==> src/rtl/core/pvps_pkg.sv <==
// Shared widths, register indexes, reset values and controller state type.
package pvps_pkg;

	// Field and datapath widths.
	localparam int POWER_W   = 24;
	localparam int FRAC_W    = 16;
	localparam int ALPHA_W   = 16;
	localparam int SOC_W     = 16;
	localparam int CFG_W     = 16;
	localparam int LIMIT_W   = POWER_W - 1;
	localparam int STATE_W   = POWER_W + FRAC_W;
	localparam int MAG_W     = STATE_W;
	localparam int PROD_W    = MAG_W + ALPHA_W;
	localparam int C_W       = MAG_W + 1;
	localparam int Q_W       = PROD_W + 1 - FRAC_W;
	localparam int MUL_CNT_W = $clog2(ALPHA_W);
	localparam int DIV_CNT_W = $clog2(PROD_W);
	localparam int CFG_IDX_W = 3;

	// Configuration register indexes.
	localparam logic [CFG_IDX_W-1:0] CFG_ALPHA    = 3'd0;
	localparam logic [CFG_IDX_W-1:0] CFG_SOC_MIN  = 3'd1;
	localparam logic [CFG_IDX_W-1:0] CFG_SOC_LOW  = 3'd2;
	localparam logic [CFG_IDX_W-1:0] CFG_SOC_HIGH = 3'd3;
	localparam logic [CFG_IDX_W-1:0] CFG_SOC_MAX  = 3'd4;

	// Configuration reset values.
	localparam logic [CFG_W-1:0] ALPHA_RST    = 16'd62259;
	localparam logic [CFG_W-1:0] SOC_MIN_RST  = 16'd6554;
	localparam logic [CFG_W-1:0] SOC_LOW_RST  = 16'd13107;
	localparam logic [CFG_W-1:0] SOC_HIGH_RST = 16'd52428;
	localparam logic [CFG_W-1:0] SOC_MAX_RST  = 16'd58982;

	// Status of a serial arithmetic unit.
	typedef struct packed {
		logic busy;
		logic done;
	} unit_status_t;

	// Controller sequence.
	typedef enum logic [3:0] {
		ST_IDLE,
		ST_MUL_FILT,
		ST_FILT_SIGN,
		ST_FILT_C,
		ST_DECIDE,
		ST_MUL_DER,
		ST_DIV,
		ST_ROUND,
		ST_FINISH
	} state_t;

endpackage

==> src/rtl/core/pvps_serial_mul.sv <==
// Bit-serial unsigned shift-add multiplier, one multiplier bit per cycle.
module pvps_serial_mul (
	input  logic                              clk,
	input  logic                              arst_n,
	input  logic                              start,
	input  logic [pvps_pkg::MAG_W-1:0]        mcand,
	input  logic [pvps_pkg::ALPHA_W-1:0]      mplier,
	output logic [pvps_pkg::PROD_W-1:0]       product,
	output pvps_pkg::unit_status_t            status
);

	logic [pvps_pkg::MAG_W-1:0]     mcand_q;
	logic [pvps_pkg::ALPHA_W-1:0]   mplier_q;
	logic [pvps_pkg::PROD_W-1:0]    acc_q;
	logic [pvps_pkg::MUL_CNT_W-1:0] cnt_q;
	logic                           busy_q;
	logic                           done_q;
	logic [pvps_pkg::PROD_W-1:0]    addend;

	// Partial product for the current multiplier bit, taken MSB first.
	assign addend = mplier_q[pvps_pkg::ALPHA_W-1] ?
		pvps_pkg::PROD_W'(mcand_q) : '0;

	// Sequencing control.
	always_ff @(posedge clk or negedge arst_n) begin
		if (!arst_n) begin
			busy_q <= 1'b0;
			done_q <= 1'b0;
			cnt_q  <= '0;
		end else begin
			done_q <= 1'b0;
			if (start) begin
				busy_q <= 1'b1;
				cnt_q  <= '0;
			end else if (busy_q) begin
				cnt_q <= cnt_q + 1'b1;
				if (cnt_q == pvps_pkg::MUL_CNT_W'(pvps_pkg::ALPHA_W - 1)) begin
					busy_q <= 1'b0;
					done_q <= 1'b1;
				end
			end
		end
	end

	// Operand shift register and accumulator.
	always_ff @(posedge clk) begin
		if (start) begin
			mcand_q  <= mcand;
			mplier_q <= mplier;
			acc_q    <= '0;
		end else if (busy_q) begin
			acc_q    <= {acc_q[pvps_pkg::PROD_W-2:0], 1'b0} + addend;
			mplier_q <= {mplier_q[pvps_pkg::ALPHA_W-2:0], 1'b0};
		end
	end

	assign product     = acc_q;
	assign status.busy = busy_q;
	assign status.done = done_q;

endmodule

==> src/rtl/core/pvps_serial_div.sv <==
// Restoring divider, one quotient bit per cycle; the divisor is never zero.
module pvps_serial_div (
	input  logic                           clk,
	input  logic                           arst_n,
	input  logic                           start,
	input  logic [pvps_pkg::PROD_W-1:0]    dividend,
	input  logic [pvps_pkg::ALPHA_W-1:0]   divisor,
	output logic [pvps_pkg::PROD_W-1:0]    quotient,
	output pvps_pkg::unit_status_t         status
);

	logic [pvps_pkg::PROD_W-1:0]    quo_q;
	logic [pvps_pkg::ALPHA_W-1:0]   rem_q;
	logic [pvps_pkg::ALPHA_W-1:0]   divisor_q;
	logic [pvps_pkg::DIV_CNT_W-1:0] cnt_q;
	logic                           busy_q;
	logic                           done_q;
	logic [pvps_pkg::ALPHA_W:0]     trial;
	logic [pvps_pkg::ALPHA_W:0]     diff;
	logic                           fits;

	// Trial subtraction of the divisor from the shifted remainder.
	assign trial = {rem_q, quo_q[pvps_pkg::PROD_W-1]};
	assign diff  = trial - {1'b0, divisor_q};
	assign fits  = trial >= {1'b0, divisor_q};

	// Sequencing control.
	always_ff @(posedge clk or negedge arst_n) begin
		if (!arst_n) begin
			busy_q <= 1'b0;
			done_q <= 1'b0;
			cnt_q  <= '0;
		end else begin
			done_q <= 1'b0;
			if (start) begin
				busy_q <= 1'b1;
				cnt_q  <= '0;
			end else if (busy_q) begin
				cnt_q <= cnt_q + 1'b1;
				if (cnt_q == pvps_pkg::DIV_CNT_W'(pvps_pkg::PROD_W - 1)) begin
					busy_q <= 1'b0;
					done_q <= 1'b1;
				end
			end
		end
	end

	// Dividend shifts out at the top while quotient bits shift in below.
	always_ff @(posedge clk) begin
		if (start) begin
			quo_q     <= dividend;
			rem_q     <= '0;
			divisor_q <= divisor;
		end else if (busy_q) begin
			rem_q <= fits ? diff[pvps_pkg::ALPHA_W-1:0] : trial[pvps_pkg::ALPHA_W-1:0];
			quo_q <= {quo_q[pvps_pkg::PROD_W-2:0], fits};
		end
	end

	assign quotient    = quo_q;
	assign status.busy = busy_q;
	assign status.done = done_q;

endmodule

==> src/rtl/core/pv_power_smoothing_controller_top.sv <==
// Top level of the PV power smoothing controller with SOC derating.
// One sample is taken at a time. A sample that is invalid, has smoothing
// off, or is the first after reset or after such a sample loads the
// filter; its zero command goes through the finish state into the output
// register, and the next sample is taken only after that. Otherwise the
// filter update runs on a bit-serial multiplier (one alpha bit per cycle)
// and, with the sign, rounding and decision steps, the result goes through
// the finish state into the output register. When the SOC lies in the
// derating zone for the command's direction and the derating ratio is
// positive, a second pass on the same multiplier and a restoring divider
// (one quotient bit per cycle) scale the command. The result sits in an
// output register, so the next sample is taken while it waits; a sample
// finishes only once that register is free, and waits in the finish state
// until then.
// Configuration writes take effect at once and are meant for idle periods.
module pv_power_smoothing_controller_top (
	input  logic                                 clk,
	input  logic                                 arst_n,
	// Configuration write port.
	input  logic                                 cfg_we,
	input  logic [pvps_pkg::CFG_IDX_W-1:0]       cfg_index,
	input  logic [pvps_pkg::CFG_W-1:0]           cfg_data,
	// Sample input channel.
	input  logic                                 in_valid,
	output logic                                 in_ready,
	input  logic signed [pvps_pkg::POWER_W-1:0]  pv_power,
	input  logic [pvps_pkg::SOC_W-1:0]           soc,
	input  logic [pvps_pkg::LIMIT_W-1:0]         charge_limit,
	input  logic [pvps_pkg::LIMIT_W-1:0]         discharge_limit,
	input  logic                                 charge_enable,
	input  logic                                 discharge_enable,
	input  logic                                 smoothing_enable,
	input  logic                                 sample_valid,
	// Result output channel.
	output logic                                 out_valid,
	input  logic                                 out_ready,
	output logic signed [pvps_pkg::POWER_W-1:0]  compensation_power
);

	pvps_pkg::state_t state_q, state_d;

	// Configuration registers.
	logic [pvps_pkg::CFG_W-1:0] alpha_q, soc_min_q, soc_low_q, soc_high_q, soc_max_q;

	// Filter state.
	logic [pvps_pkg::STATE_W-1:0] smooth_q;
	logic                         first_q;

	// Per-sample working registers.
	logic [pvps_pkg::STATE_W-1:0]  pf_q;
	logic                          d_neg_q;
	logic [pvps_pkg::PROD_W:0]     sp_q;
	logic [pvps_pkg::C_W-1:0]      c_q;
	logic [pvps_pkg::PROD_W-1:0]   mag_q;
	logic [pvps_pkg::ALPHA_W-1:0]  ad_q;
	logic [pvps_pkg::SOC_W-1:0]    soc_q;
	logic [pvps_pkg::LIMIT_W-1:0]  chg_lim_q, dis_lim_q;
	logic                          chg_en_q, dis_en_q;
	logic [pvps_pkg::POWER_W-1:0]  res_q;

	// Output register.
	logic                          out_valid_q;
	logic [pvps_pkg::POWER_W-1:0]  out_data_q;

	// Control strobes.
	logic in_accept, bypass, mul_start, div_start, load_out, derate_go;

	// Serial unit interface.
	logic [pvps_pkg::MAG_W-1:0]   mul_mcand;
	logic [pvps_pkg::ALPHA_W-1:0] mul_mplier;
	logic [pvps_pkg::PROD_W-1:0]  mul_prod, div_quo;
	pvps_pkg::unit_status_t       mul_st, div_st;

	// Filter difference s - P and its magnitude.
	logic [pvps_pkg::STATE_W-1:0] pf_in;
	logic [pvps_pkg::C_W-1:0]     d_full, d_abs;

	assign pf_in  = {pv_power, {pvps_pkg::FRAC_W{1'b0}}};
	assign d_full = {smooth_q[pvps_pkg::STATE_W-1], smooth_q} -
		{pf_in[pvps_pkg::STATE_W-1], pf_in};
	assign d_abs  = d_full[pvps_pkg::C_W-1] ? (~d_full + 1'b1) : d_full;
	assign bypass = !sample_valid || !smoothing_enable || first_q;

	// Compensation rounding of the filter product: c = (a*d + half) >>> 16.
	logic [pvps_pkg::PROD_W:0] sp_round;
	assign sp_round = sp_q + (pvps_pkg::PROD_W + 1)'(1 << (pvps_pkg::ALPHA_W - 1));

	// Derating decision on the compensation.
	logic                         c_neg, c_pos, chg_zone, dis_zone, der_zero;
	logic [pvps_pkg::SOC_W:0]     num, den, an_full, ad_full;
	logic [pvps_pkg::C_W-1:0]     c_abs;

	assign c_neg    = c_q[pvps_pkg::C_W-1];
	assign c_pos    = !c_neg && (c_q != '0);
	assign chg_zone = (soc_q > soc_high_q) && c_neg;
	assign dis_zone = (soc_q < soc_low_q) && c_pos;
	assign num      = chg_zone ? ({1'b0, soc_max_q} - {1'b0, soc_q}) :
		({1'b0, soc_q} - {1'b0, soc_min_q});
	assign den      = chg_zone ? ({1'b0, soc_max_q} - {1'b0, soc_high_q}) :
		({1'b0, soc_low_q} - {1'b0, soc_min_q});
	assign der_zero = (den == '0) || (num == '0) ||
		(num[pvps_pkg::SOC_W] != den[pvps_pkg::SOC_W]);
	assign an_full  = num[pvps_pkg::SOC_W] ? (~num + 1'b1) : num;
	assign ad_full  = den[pvps_pkg::SOC_W] ? (~den + 1'b1) : den;
	assign c_abs    = c_neg ? (~c_q + 1'b1) : c_q;
	assign derate_go = (chg_zone || dis_zone) && !der_zero;

	// Rounding to whole power units, then limit and gate per direction.
	logic [pvps_pkg::PROD_W:0]    mag_round;
	logic [pvps_pkg::Q_W-1:0]     q_mag;
	logic                         r_neg, r_en;
	logic [pvps_pkg::LIMIT_W-1:0] r_lim, q_lim, r_mag;
	logic [pvps_pkg::POWER_W-1:0] r_val;

	assign mag_round = {1'b0, mag_q} + (pvps_pkg::PROD_W + 1)'(1 << (pvps_pkg::FRAC_W - 1));
	assign q_mag     = mag_round[pvps_pkg::PROD_W:pvps_pkg::FRAC_W];
	assign r_neg     = c_neg && (q_mag != '0);
	assign r_lim     = r_neg ? chg_lim_q : dis_lim_q;
	assign r_en      = r_neg ? chg_en_q : dis_en_q;
	assign q_lim     = (q_mag > pvps_pkg::Q_W'(r_lim)) ? r_lim : q_mag[pvps_pkg::LIMIT_W-1:0];
	assign r_mag     = r_en ? q_lim : '0;
	assign r_val     = r_neg ? (~{1'b0, r_mag} + 1'b1) : {1'b0, r_mag};

	// Serial units; the multiplier is shared by the filter and derating passes.
	pvps_serial_mul u_mul (
		.clk     (clk),
		.arst_n  (arst_n),
		.start   (mul_start),
		.mcand   (mul_mcand),
		.mplier  (mul_mplier),
		.product (mul_prod),
		.status  (mul_st)
	);

	pvps_serial_div u_div (
		.clk      (clk),
		.arst_n   (arst_n),
		.start    (div_start),
		.dividend (mul_prod),
		.divisor  (ad_q),
		.quotient (div_quo),
		.status   (div_st)
	);

	// Next-state logic.
	always_comb begin
		state_d = state_q;
		case (state_q)
			pvps_pkg::ST_IDLE: begin
				if (in_valid) begin
					state_d = bypass ? pvps_pkg::ST_FINISH : pvps_pkg::ST_MUL_FILT;
				end
			end
			pvps_pkg::ST_MUL_FILT: begin
				if (mul_st.done) begin
					state_d = pvps_pkg::ST_FILT_SIGN;
				end
			end
			pvps_pkg::ST_FILT_SIGN: state_d = pvps_pkg::ST_FILT_C;
			pvps_pkg::ST_FILT_C:    state_d = pvps_pkg::ST_DECIDE;
			pvps_pkg::ST_DECIDE: begin
				state_d = derate_go ? pvps_pkg::ST_MUL_DER : pvps_pkg::ST_ROUND;
			end
			pvps_pkg::ST_MUL_DER: begin
				if (mul_st.done) begin
					state_d = pvps_pkg::ST_DIV;
				end
			end
			pvps_pkg::ST_DIV: begin
				if (div_st.done) begin
					state_d = pvps_pkg::ST_ROUND;
				end
			end
			pvps_pkg::ST_ROUND:     state_d = pvps_pkg::ST_FINISH;
			pvps_pkg::ST_FINISH: begin
				if (!out_valid_q || out_ready) begin
					state_d = pvps_pkg::ST_IDLE;
				end
			end
			default: state_d = pvps_pkg::ST_IDLE;
		endcase
	end

	// Control outputs.
	always_comb begin
		in_ready   = (state_q == pvps_pkg::ST_IDLE);
		in_accept  = in_ready && in_valid;
		mul_start  = 1'b0;
		div_start  = 1'b0;
		load_out   = 1'b0;
		mul_mcand  = c_abs[pvps_pkg::MAG_W-1:0];
		mul_mplier = an_full[pvps_pkg::ALPHA_W-1:0];
		case (state_q)
			pvps_pkg::ST_IDLE: begin
				mul_start  = in_accept && !bypass;
				mul_mcand  = d_abs[pvps_pkg::MAG_W-1:0];
				mul_mplier = alpha_q;
			end
			pvps_pkg::ST_DECIDE:  mul_start = derate_go;
			pvps_pkg::ST_MUL_DER: div_start = mul_st.done;
			pvps_pkg::ST_FINISH:  load_out  = !out_valid_q || out_ready;
			default: begin
			end
		endcase
	end

	// Control registers, configuration and filter state.
	always_ff @(posedge clk or negedge arst_n) begin
		if (!arst_n) begin
			state_q     <= pvps_pkg::ST_IDLE;
			alpha_q     <= pvps_pkg::ALPHA_RST;
			soc_min_q   <= pvps_pkg::SOC_MIN_RST;
			soc_low_q   <= pvps_pkg::SOC_LOW_RST;
			soc_high_q  <= pvps_pkg::SOC_HIGH_RST;
			soc_max_q   <= pvps_pkg::SOC_MAX_RST;
			smooth_q    <= '0;
			first_q     <= 1'b1;
			out_valid_q <= 1'b0;
		end else begin
			state_q <= state_d;
			if (cfg_we) begin
				case (cfg_index)
					pvps_pkg::CFG_ALPHA:    alpha_q    <= cfg_data;
					pvps_pkg::CFG_SOC_MIN:  soc_min_q  <= cfg_data;
					pvps_pkg::CFG_SOC_LOW:  soc_low_q  <= cfg_data;
					pvps_pkg::CFG_SOC_HIGH: soc_high_q <= cfg_data;
					pvps_pkg::CFG_SOC_MAX:  soc_max_q  <= cfg_data;
					default: begin
					end
				endcase
			end
			// Bypassed samples reload the filter directly.
			if (in_accept && bypass) begin
				smooth_q <= pf_in;
				first_q  <= !sample_valid || !smoothing_enable;
			end
			// Filtered value is P plus the rounded compensation.
			if (state_q == pvps_pkg::ST_DECIDE) begin
				smooth_q <= pf_q + c_q[pvps_pkg::STATE_W-1:0];
			end
			if (load_out) begin
				out_valid_q <= 1'b1;
			end else if (out_ready) begin
				out_valid_q <= 1'b0;
			end
		end
	end

	// Datapath registers.
	always_ff @(posedge clk) begin
		if (in_accept) begin
			pf_q      <= pf_in;
			d_neg_q   <= d_full[pvps_pkg::C_W-1];
			soc_q     <= soc;
			chg_lim_q <= charge_limit;
			dis_lim_q <= discharge_limit;
			chg_en_q  <= charge_enable;
			dis_en_q  <= discharge_enable;
			res_q     <= '0;
		end
		case (state_q)
			pvps_pkg::ST_FILT_SIGN: begin
				sp_q <= d_neg_q ? (~{1'b0, mul_prod} + 1'b1) : {1'b0, mul_prod};
			end
			pvps_pkg::ST_FILT_C: begin
				c_q <= sp_round[pvps_pkg::PROD_W:pvps_pkg::ALPHA_W];
			end
			pvps_pkg::ST_DECIDE: begin
				ad_q  <= ad_full[pvps_pkg::ALPHA_W-1:0];
				mag_q <= (chg_zone || dis_zone) ? '0 : pvps_pkg::PROD_W'(c_abs);
			end
			pvps_pkg::ST_DIV: begin
				if (div_st.done) begin
					mag_q <= div_quo;
				end
			end
			pvps_pkg::ST_ROUND: res_q <= r_val;
			default: begin
			end
		endcase
		if (load_out) begin
			out_data_q <= res_q;
		end
	end

	assign out_valid          = out_valid_q;
	assign compensation_power = out_data_q;

	// A multiplier result arrives only while the sequencer waits for it.
	assert property (@(posedge clk) disable iff (!arst_n)
		mul_st.done |-> (state_q == pvps_pkg::ST_MUL_FILT || state_q == pvps_pkg::ST_MUL_DER))
		else $error("multiplier finished outside a multiply state");

	// A quotient arrives only in the divide state.
	assert property (@(posedge clk) disable iff (!arst_n)
		div_st.done |-> (state_q == pvps_pkg::ST_DIV))
		else $error("divider finished outside the divide state");

	// No serial unit is still running when a new sample can be taken.
	assert property (@(posedge clk) disable iff (!arst_n)
		in_ready |-> (!mul_st.busy && !div_st.busy))
		else $error("serial unit busy while idle");

	// Every accepted transaction leaves the idle state.
	assert property (@(posedge clk) disable iff (!arst_n)
		(in_valid && in_ready) |=> (state_q != pvps_pkg::ST_IDLE))
		else $error("accepted transaction did not start");

	// A finished result waits while the output register is still occupied.
	assert property (@(posedge clk) disable iff (!arst_n)
		(state_q == pvps_pkg::ST_FINISH && out_valid && !out_ready) |=>
		(state_q == pvps_pkg::ST_FINISH && out_valid))
		else $error("result overwrote an untaken output");

endmodule

==> config.mk <==
export PLATFORM = sky130hd
export DESIGN_NAME = pv_power_smoothing_controller_top
export DESIGN_NICKNAME = d
export VERILOG_FILES = /design/src/rtl/core/pvps_pkg.sv /design/src/rtl/core/pvps_serial_mul.sv /design/src/rtl/core/pvps_serial_div.sv /design/src/rtl/core/pv_power_smoothing_controller_top.sv
export SDC_FILE = /design/constraint.sdc
export NUM_CORES = 2
export LEC_CHECK = 0
export ABC_AREA = 1
export ABC_CLOCK_PERIOD_IN_PS = 6700
export BUFFER_PORTS_ARGS = -buffer_cell sky130_fd_sc_hd__buf_4
export CORE_MARGIN = 3
export CORE_UTILIZATION = 58
export DETAILED_ROUTE_END_ITERATION = 6
export GPL_TIMING_DRIVEN = 0
export HOLD_SLACK_MARGIN = 0.02
export PLACE_DENSITY = 0.78
export SLEW_MARGIN = 20
export SYNTH_ARGS = -nofsm -noshare
export SYNTH_HDL_FRONTEND = slang
export SYNTH_SLANG_ARGS = --single-unit
==> constraint.sdc <==
create_clock -name clk -period 6.7 [get_ports clk]
set_input_delay 0.67 -clock clk [delete_from_list [all_inputs] [get_ports clk]]
set_output_delay 0.67 -clock clk [all_outputs]
set_load 0.01 [all_outputs]
== After elaboration in Yosys (flattened, before gate mapping) ==
Index checks and enable logic that the tools add are counted.

* Add/sub/neg operators: 18
* Magnitude comparators: 4
* Equal/unequal tests: 20
* Multiplexer cells: 56
* Bitwise logic cells: 6
* Reduce and logical (&&, ||, !) cells: 39

{| class="wikitable"
|+ Operator list
! operator !! number
|-
| $mux W56 || 4
|-
| $mux W40 || 5
|-
| $pmux W56 S2 || 1
|-
| $mux W16 || 6
|-
| $mux W41 || 2
|-
| $reduce_bool A41 Y1 || 2
|-
| $mux W24 || 3
|-
| $mux W23 || 3
|-
| $sub A16 B16 Y17 || 4
|-
| $add A56 B16 Y57 const B || 1
|-
| $add A57 B1 Y57 const B || 1
|-
| $add A57 B16 Y57 const B || 1
|-
| $not A56 Y57 || 1
|-
| $add A56 B56 Y56 || 1
|-
| $add A41 B1 Y41 const B || 1
|-
| $gt A41 B23 Y1 || 1
|-
| $not A41 Y41 || 1
|-
| $sub A40 B40 Y41 || 1
|-
| $add A40 B1 Y40 const B || 1
|-
| $add A40 B40 Y40 || 1
|-
| $not A40 Y40 || 1
|-
| $pmux W4 S9 || 1
|-
| $logic_not A17 Y1 || 2
|-
| $mux W17 || 2
|-
| 34 further kinds || 96
|}

* Register bits: 647
* Input port bits: 114
* Output and inout bits: 26
* Logic and storage cells: 178

== Logic depth before layout (Yosys ltp) ==
* Depth after elaboration: 11
* Depth in mapped cells: 42
* Gate-level depth less buffers: 41

== By module ==
A second synthesis with hierarchy kept.

* Cells, all modules: 5792
* Area total of the unflattened synthesis: 42926.2 um^2

{| class="wikitable"
|+ Modules (own cells, without submodules)
! module !! times used !! cells each !! area each (um^2) !! sequential area each (um^2)
|-
| pv_power_smoothing_controller_top || 1 || 3769 || 28997.8 || 11524.8
|-
| pvps_serial_mul || 1 || 1403 || 8802.2 || 2952.8
|-
| pvps_serial_div || 1 || 620 || 5126.2 || 2682.6
|}

== Worst setup path before layout ==
No wires, ideal clock.

* Path kind: flip-flop to flip-flop
* Start point: register state_q[0]
* End point: register u_mul.mcand_q[0] in the netlist's numbering, enable pin
* Library setup time: 0.382 ns
* Arrival: 6.622 ns
* Required time: 6.318 ns
* Setup slack: -0.305 ns
* Stages on the path, launching flop included: 10
* Buffers on the path: 2
* Clock period less this slack: 7.005 ns
* Cells stage by stage: dfrtp_1 -> nor2_1 -> inv_1 -> nor2_1 -> inv_1 -> nor2_1 -> nand2_1 -> nand2_1 -> buf_2 -> buf_2

* Word-level cells in the longest chain between the ends: 4
* Elaborated cells between the ends (all ways): 5
* Classes of those cells: eq/ne (1); mux (1); reduce/logical (3)

{| class="wikitable"
|+ RTL lines
! what !! RTL line !! text
|-
| start: declaration || pv_power_smoothing_controller_top.sv:40 || <nowiki>pvps_pkg::state_t state_q, state_d;</nowiki>
|-
| start signal: assignment || pv_power_smoothing_controller_top.sv:210 || <nowiki>state_q <= pvps_pkg::ST_IDLE;</nowiki>
|-
| start signal: assignment || pv_power_smoothing_controller_top.sv:220 || <nowiki>state_q <= state_d;</nowiki>
|-
| $logic_not A4 Y1 || pv_power_smoothing_controller_top.sv:186 || <nowiki>in_ready = (state_q == pvps_pkg::ST_IDLE);</nowiki>
|-
| $logic_and A1 B1 Y1 || pv_power_smoothing_controller_top.sv:187 || <nowiki>in_accept = in_ready && in_valid;</nowiki>
|-
| named net in_accept || pv_power_smoothing_controller_top.sv:66 || <nowiki>logic in_accept, bypass, mul_start, div_start, load_out, derate_go;</nowiki>
|-
| $logic_and A1 B1 Y1 || pv_power_smoothing_controller_top.sv:195 || <nowiki>mul_start = in_accept && !bypass;</nowiki>
|-
| $pmux W1 S2 || pv_power_smoothing_controller_top.sv:193 || <nowiki>case (state_q)</nowiki>
|-
| named net mul_start || pv_power_smoothing_controller_top.sv:66 ||
|-
| end signal: assignment || pvps_serial_mul.sv:48 || <nowiki>mcand_q <= mcand;</nowiki>
|-
| end: declaration || pvps_serial_mul.sv:12 || <nowiki>logic [pvps_pkg::MAG_W-1:0] mcand_q;</nowiki>
|}

The timed path passes the listed nets, and every way through them passes these cells.
A chain may end at the register's enable or synchronous reset.

== Worst setup path in the final report ==
* Start point: register soc_high_q[7] in the netlist's numbering
* End point: register u_mul.mplier_q[3] in the netlist's numbering, enable pin

* Word-level cells in the longest chain between the ends: 10
* Elaborated cells between the ends (all ways): 15
* Classes of those cells: add/sub (1); order compare (1); eq/ne (1); mux (3); reduce/logical (9)

{| class="wikitable"
|+ RTL lines
! what !! RTL line !! text
|-
| start: declaration || pv_power_smoothing_controller_top.sv:43 || <nowiki>logic [pvps_pkg::CFG_W-1:0] alpha_q, soc_min_q, soc_low_q, soc_high_q, soc_max_q;</nowiki>
|-
| start signal: assignment || pv_power_smoothing_controller_top.sv:214 || <nowiki>soc_high_q <= pvps_pkg::SOC_HIGH_RST;</nowiki>
|-
| start signal: assignment || pv_power_smoothing_controller_top.sv:226 || <nowiki>pvps_pkg::CFG_SOC_HIGH: soc_high_q <= cfg_data;</nowiki>
|-
| $gt A16 B16 Y1 || pv_power_smoothing_controller_top.sv:95 || <nowiki>assign chg_zone = (soc_q > soc_high_q) && c_neg;</nowiki>
|-
| $logic_and A1 B1 Y1 || pv_power_smoothing_controller_top.sv:95 ||
|-
| $mux W17, on equally long branches || pv_power_smoothing_controller_top.sv:99, pv_power_smoothing_controller_top.sv:97 ||
|-
| $logic_not A17 Y1 || pv_power_smoothing_controller_top.sv:101 || <nowiki>assign der_zero = (den == '0) || (num == '0) ||</nowiki>
|-
| $logic_or A1 B1 Y1 (2 in a row) || pv_power_smoothing_controller_top.sv:101 ||
|-
| $logic_not A1 Y1 || pv_power_smoothing_controller_top.sv:106 || <nowiki>assign derate_go = (chg_zone || dis_zone) && !der_zero;</nowiki>
|-
| $logic_and A1 B1 Y1 (*) || pv_power_smoothing_controller_top.sv:106 ||
|-
| $pmux W1 S2 (*) || pv_power_smoothing_controller_top.sv:193 ||
|-
| $reduce_bool A2 Y1 (no line) (*) || - ||
|-
| end signal: assignment || pvps_serial_mul.sv:49 || <nowiki>mplier_q <= mplier;</nowiki>
|-
| end signal: assignment || pvps_serial_mul.sv:53 || <nowiki>mplier_q <= {mplier_q[pvps_pkg::ALPHA_W-2:0], 1'b0};</nowiki>
|-
| end: declaration || pvps_serial_mul.sv:13 || <nowiki>logic [pvps_pkg::ALPHA_W-1:0] mplier_q;</nowiki>
|}

Mark *: on every way between the ends. The rest lies on a longest branch, timed or not.

==> results.md <==
* Worst setup EP type: register
* R2R depth at 25
* Reg-to-reg startpoint: soc_high_q[7]
* Number of synthesized flops with an enable pin at 405
* Status: finished clean
* Worst Setup EP: u_mul.mplier_q[3]
* Fraction of the mapped netlist area in adder cells at 0.0744
* Number of global-route vias before repair at 34478
* Post-CTS setup buffers at 0
* Rows at 96
* Post-Synth Simple-Gate Area at 0.241
* Clk slew on worst S/H paths at 0.07 ns
* Mapped Area at 40700 µm²
* Post-synth cell types at 62
* HPWL Detailed at 98600 µm
* FF-to-FF End: u_mul.mplier_q[3]
* # Max-Cap Violations at 0
* Flop pwr share at 0.315
* Number of antenna violations at the first check in global routing at 7
* Worst Tran Pin Value at 1.12 ns
* FILL cells at 5950
* Multiplexer area fraction after synthesis at 0.000246
* Mapped Avg Cell Area at 7.80 µm²
* Fmax at 158 MHz
* Peak per-stage delay on the critical path at 0.60 ns
* Post-DRT Antenna Nets at 0
* GRT Resource Usage Total at 0.338
* Effective utilization at floorplan at 0.589
* Post-synthesis compound-gate area fraction at 0.124
* First-pass GRT wire length at 194000 µm
* Clock tree sinks at 617
* Switch Pwr at 7.90 mW
* Unrepaired setup endpoints after global routing: false
* CTS Root Cell: clkbuf_16
* WHS at 0.214 ns
* Startpoint types: register
* Post-layout min period at 6.33 ns
* FF-to-FF setup slack at 0.37 ns
* Setup WS pre-CTS at 0.227 ns
* Most used DFF post-synth: edfxtp_1
* Pwr Density at 398 nW/µm²
* Pint at 10.2 mW
* Area Growth Syn to Fin at 11.9%
* Setup WS post-layout at 0.365 ns
* Residual DRC at 0
* Synth Register Bits at 617
* 1st-iter DRT viols at 4370
* Port bufs at 139
* Comb pwr share at 0.467
* Post-synth net total at 5562
* Peak supply drop at 0.315 mV
* Synthesis Warnings at 0
* Die height at 271 µm
* Hold Path Class: input port to register
* Via count at 37026
* Main combinational cell family by area after synthesis: simple AND/OR/NAND/NOR gates
* CP max stage cell: o21ai_1
* Post-Synth XOR/XNOR Area at 0.0558
* Worst EP arrival at 6.52 ns
* Wire length per cell at 19.6 µm
* Fin. Hold Viols at 0
* Worst skew pair latency at 0.63 ns
* Layout cell share with drive strength beyond 1 at 0.0783
* Gate Count Post-Synth at 5211
* Clock power share at 0.217
* CTS H-tree lvls at 3
* Horiz. Die Dim at 271 µm
* Crit path from: soc_high_q[7]
* Drt pass-1 iters at 6
* Slew Limit Fails at 0
* Routability cong. at 0.983
* Core area at 69100 µm²
* CTS tree: done
* Die ar. at 73300 µm²
* Slew headroom at 0.256
* Gr ovfl total at 0
* WS Path Type: register to register
* CTS buffer count at 70
* Register area share after synthesis at 0.422
* Setup violations, final at 0
* Via/cell ratio at 5.76
* Maximum number of pins on one net before global-route repair at 90
* CP max FO at 16
* Clock Path Buffers at 3
* Nets at 5784
* Net Sw Frac at 0.436
* Clock Skew at 0.0247 ns
* Async S/R FF share, synth at 0.227
* Most Frequent Cell on Critical Path: nand2_1
* Top-Level Pins at 140
* Fin crit share at 0.945
* Crit path required time at 6.89 ns
* Leakage power at 20.9 nW
* Routed WL at 126000 µm
[per-layer routing]
| layer | up-vias | global-route usage | share of wire | wire (µm) |
|---|---|---|---|---|
| met5 | - | 0 | 0.00036 | 45 |
| met4 | 8 | 0.125 | 0.041 | 5200 |
| met3 | 305 | 0.0650 | 0.10 | 12700 |
| met2 | 1825 | 0.529 | 0.44 | 55400 |
| met1 | 17163 | 0.467 | 0.42 | 52700 |
| li1 | 17725 | - | - | - |
[cells in the final DEF (no fill, tap or decap), types with 8 or more instances in the layout]
master and n:
xnor2_1 66, buf_2 9, fa_1 8, a21oi_1 325
clkbuf_16 71, dfxtp_1 72, dfstp_2 43, inv_1 723
ha_1 229, nand2_1 1249, nor2_2 12, nand3_1 249
o21ai_0 396, clkbuf_1 120, clkinv_1 15, nor2_1 481
dfrtp_1 97, nand3b_1 31, o21bai_1 18, a21boi_0 11
o21a_1 19, a21o_1 13, nand2_2 28, nand4_1 69
clkbuf_8 8, o22ai_1 45, nor2_4 11, nor4_1 25
xor2_1 191, buf_4 141, a31oi_1 31, buf_1 10
o31ai_1 9, edfxtp_1 405, o21ai_1 10, nor3_1 91
o211ai_1 23, or2_2 25
[cell usage after synthesis, types with 12 or more instances]
master    instances  area share
a21o_1           13      0.0024
dfstp_2          43       0.028
o21a_1           19      0.0035
or2_2            25      0.0038
edfxtp_1        405        0.30
o21ai_0         398       0.049
xor2_1          191       0.041
a21oi_1         325       0.040
dfxtp_1          72       0.035
o211ai_1         23      0.0042
nand3b_1         31      0.0057
a31oi_1          31      0.0048
clkbuf_1        110       0.010
o21bai_1         18      0.0033
nor2_2           12      0.0018
nor3_1           92       0.011
nand4_1          69       0.011
o22ai_1          45      0.0069
xnor2_1          66       0.014
inv_1           724       0.067
ha_1            229       0.070
dfrtp_1          97       0.060
nor4_1           25      0.0038
nand2_2          28      0.0043
nand2_1        1249        0.12
nand3_1         249       0.031
nor2_1          485       0.045
[per-stage QoR]
step                      setup TNS, ns  utilization  power [mW]  instance area (µm²)  cells
after CTS                             0        0.659        17.9                45500   6421
after global routing                  0        0.659        19.3                45500   6421
after detailed placement              0        0.625        13.9                43200   6291
after global placement          -140.01        0.621        13.8                42900   6281
after floorplan                       0            -        11.4                40700   5211
final                                 0        0.659        18.1                45500   6424
[worst min-delay path by stage]
stage                                   from                endpoint  slack [ns]  cells after the start
after floorplan                       arst_n             alpha_q[10]        0.37                      0
after global placement             res_q[11]  compensation_power[11]        0.40                      0
after detailed placement            res_q[5]   compensation_power[5]        0.40                      0
after CTS                             soc[6]                soc_q[6]        0.19                      1
after global routing      discharge_limit[2]            dis_lim_q[2]        0.20                      1
final                                 soc[6]                soc_q[6]        0.21                      1
[what timing repair did]
action	in CTS	in global routing
resized for setup	0	3
endpoints found under the setup margin	0	56
endpoints found under the hold margin	31	0
hold buffers	1	0
[state kept, by name, summed over array words and instances, names as in the netlist, 23 cells and up]
name                cells
u_mul.product          56
sp_q                   42
chg_lim_q              23
smooth_q               40
dis_lim_q              23
pf_q                   24
c_q                    41
u_mul.mcand_q          40
u_div.quotient         56
compensation_power     24
mag_q                  41
res_q                  24
[cell families after synthesis]
kind of cell,Yosys count
fa+ha+maj,237
compound gates,926
flops,617
simple gates,2296
buf+inv,876
mux,1
xor+xnor,258
[critical path, delay by kind of cell, from the launching register on]
family	cells	cell delay, ns
compound gates	3	0.88
buf+inv	6	1.30
fa+ha+maj	2	0.58
flops	1	0.53
simple gates	14	2.56
[final cells by class]
type	instances	area, µm²	area share
inverter	737	2770	0.0609
tap	931	1160	0.0256
clock buffer	91	1930	0.0425
buffer	139	606	0.0133
clock inverter	38	383	0.00842
timing repair buffer	150	1290	0.0283
multi-input combinational	3718	20200	0.444
antenna	3	7.51	0.000165
sequential	617	17200	0.377
[power by group through the flow]
stage	sequential (mW)	clock [mW]	combinational, mW
4_1_cts	5.69	3.96	8.27
3_5_place_dp	5.76	0	8.19
2_1_floorplan	5.60	0	5.79
3_3_place_gp	5.77	0	7.98
5_1_grt	5.77	4.10	9.41
6_report	5.71	3.94	8.47
Note: power is estimated with default switching activity, not from simulation.
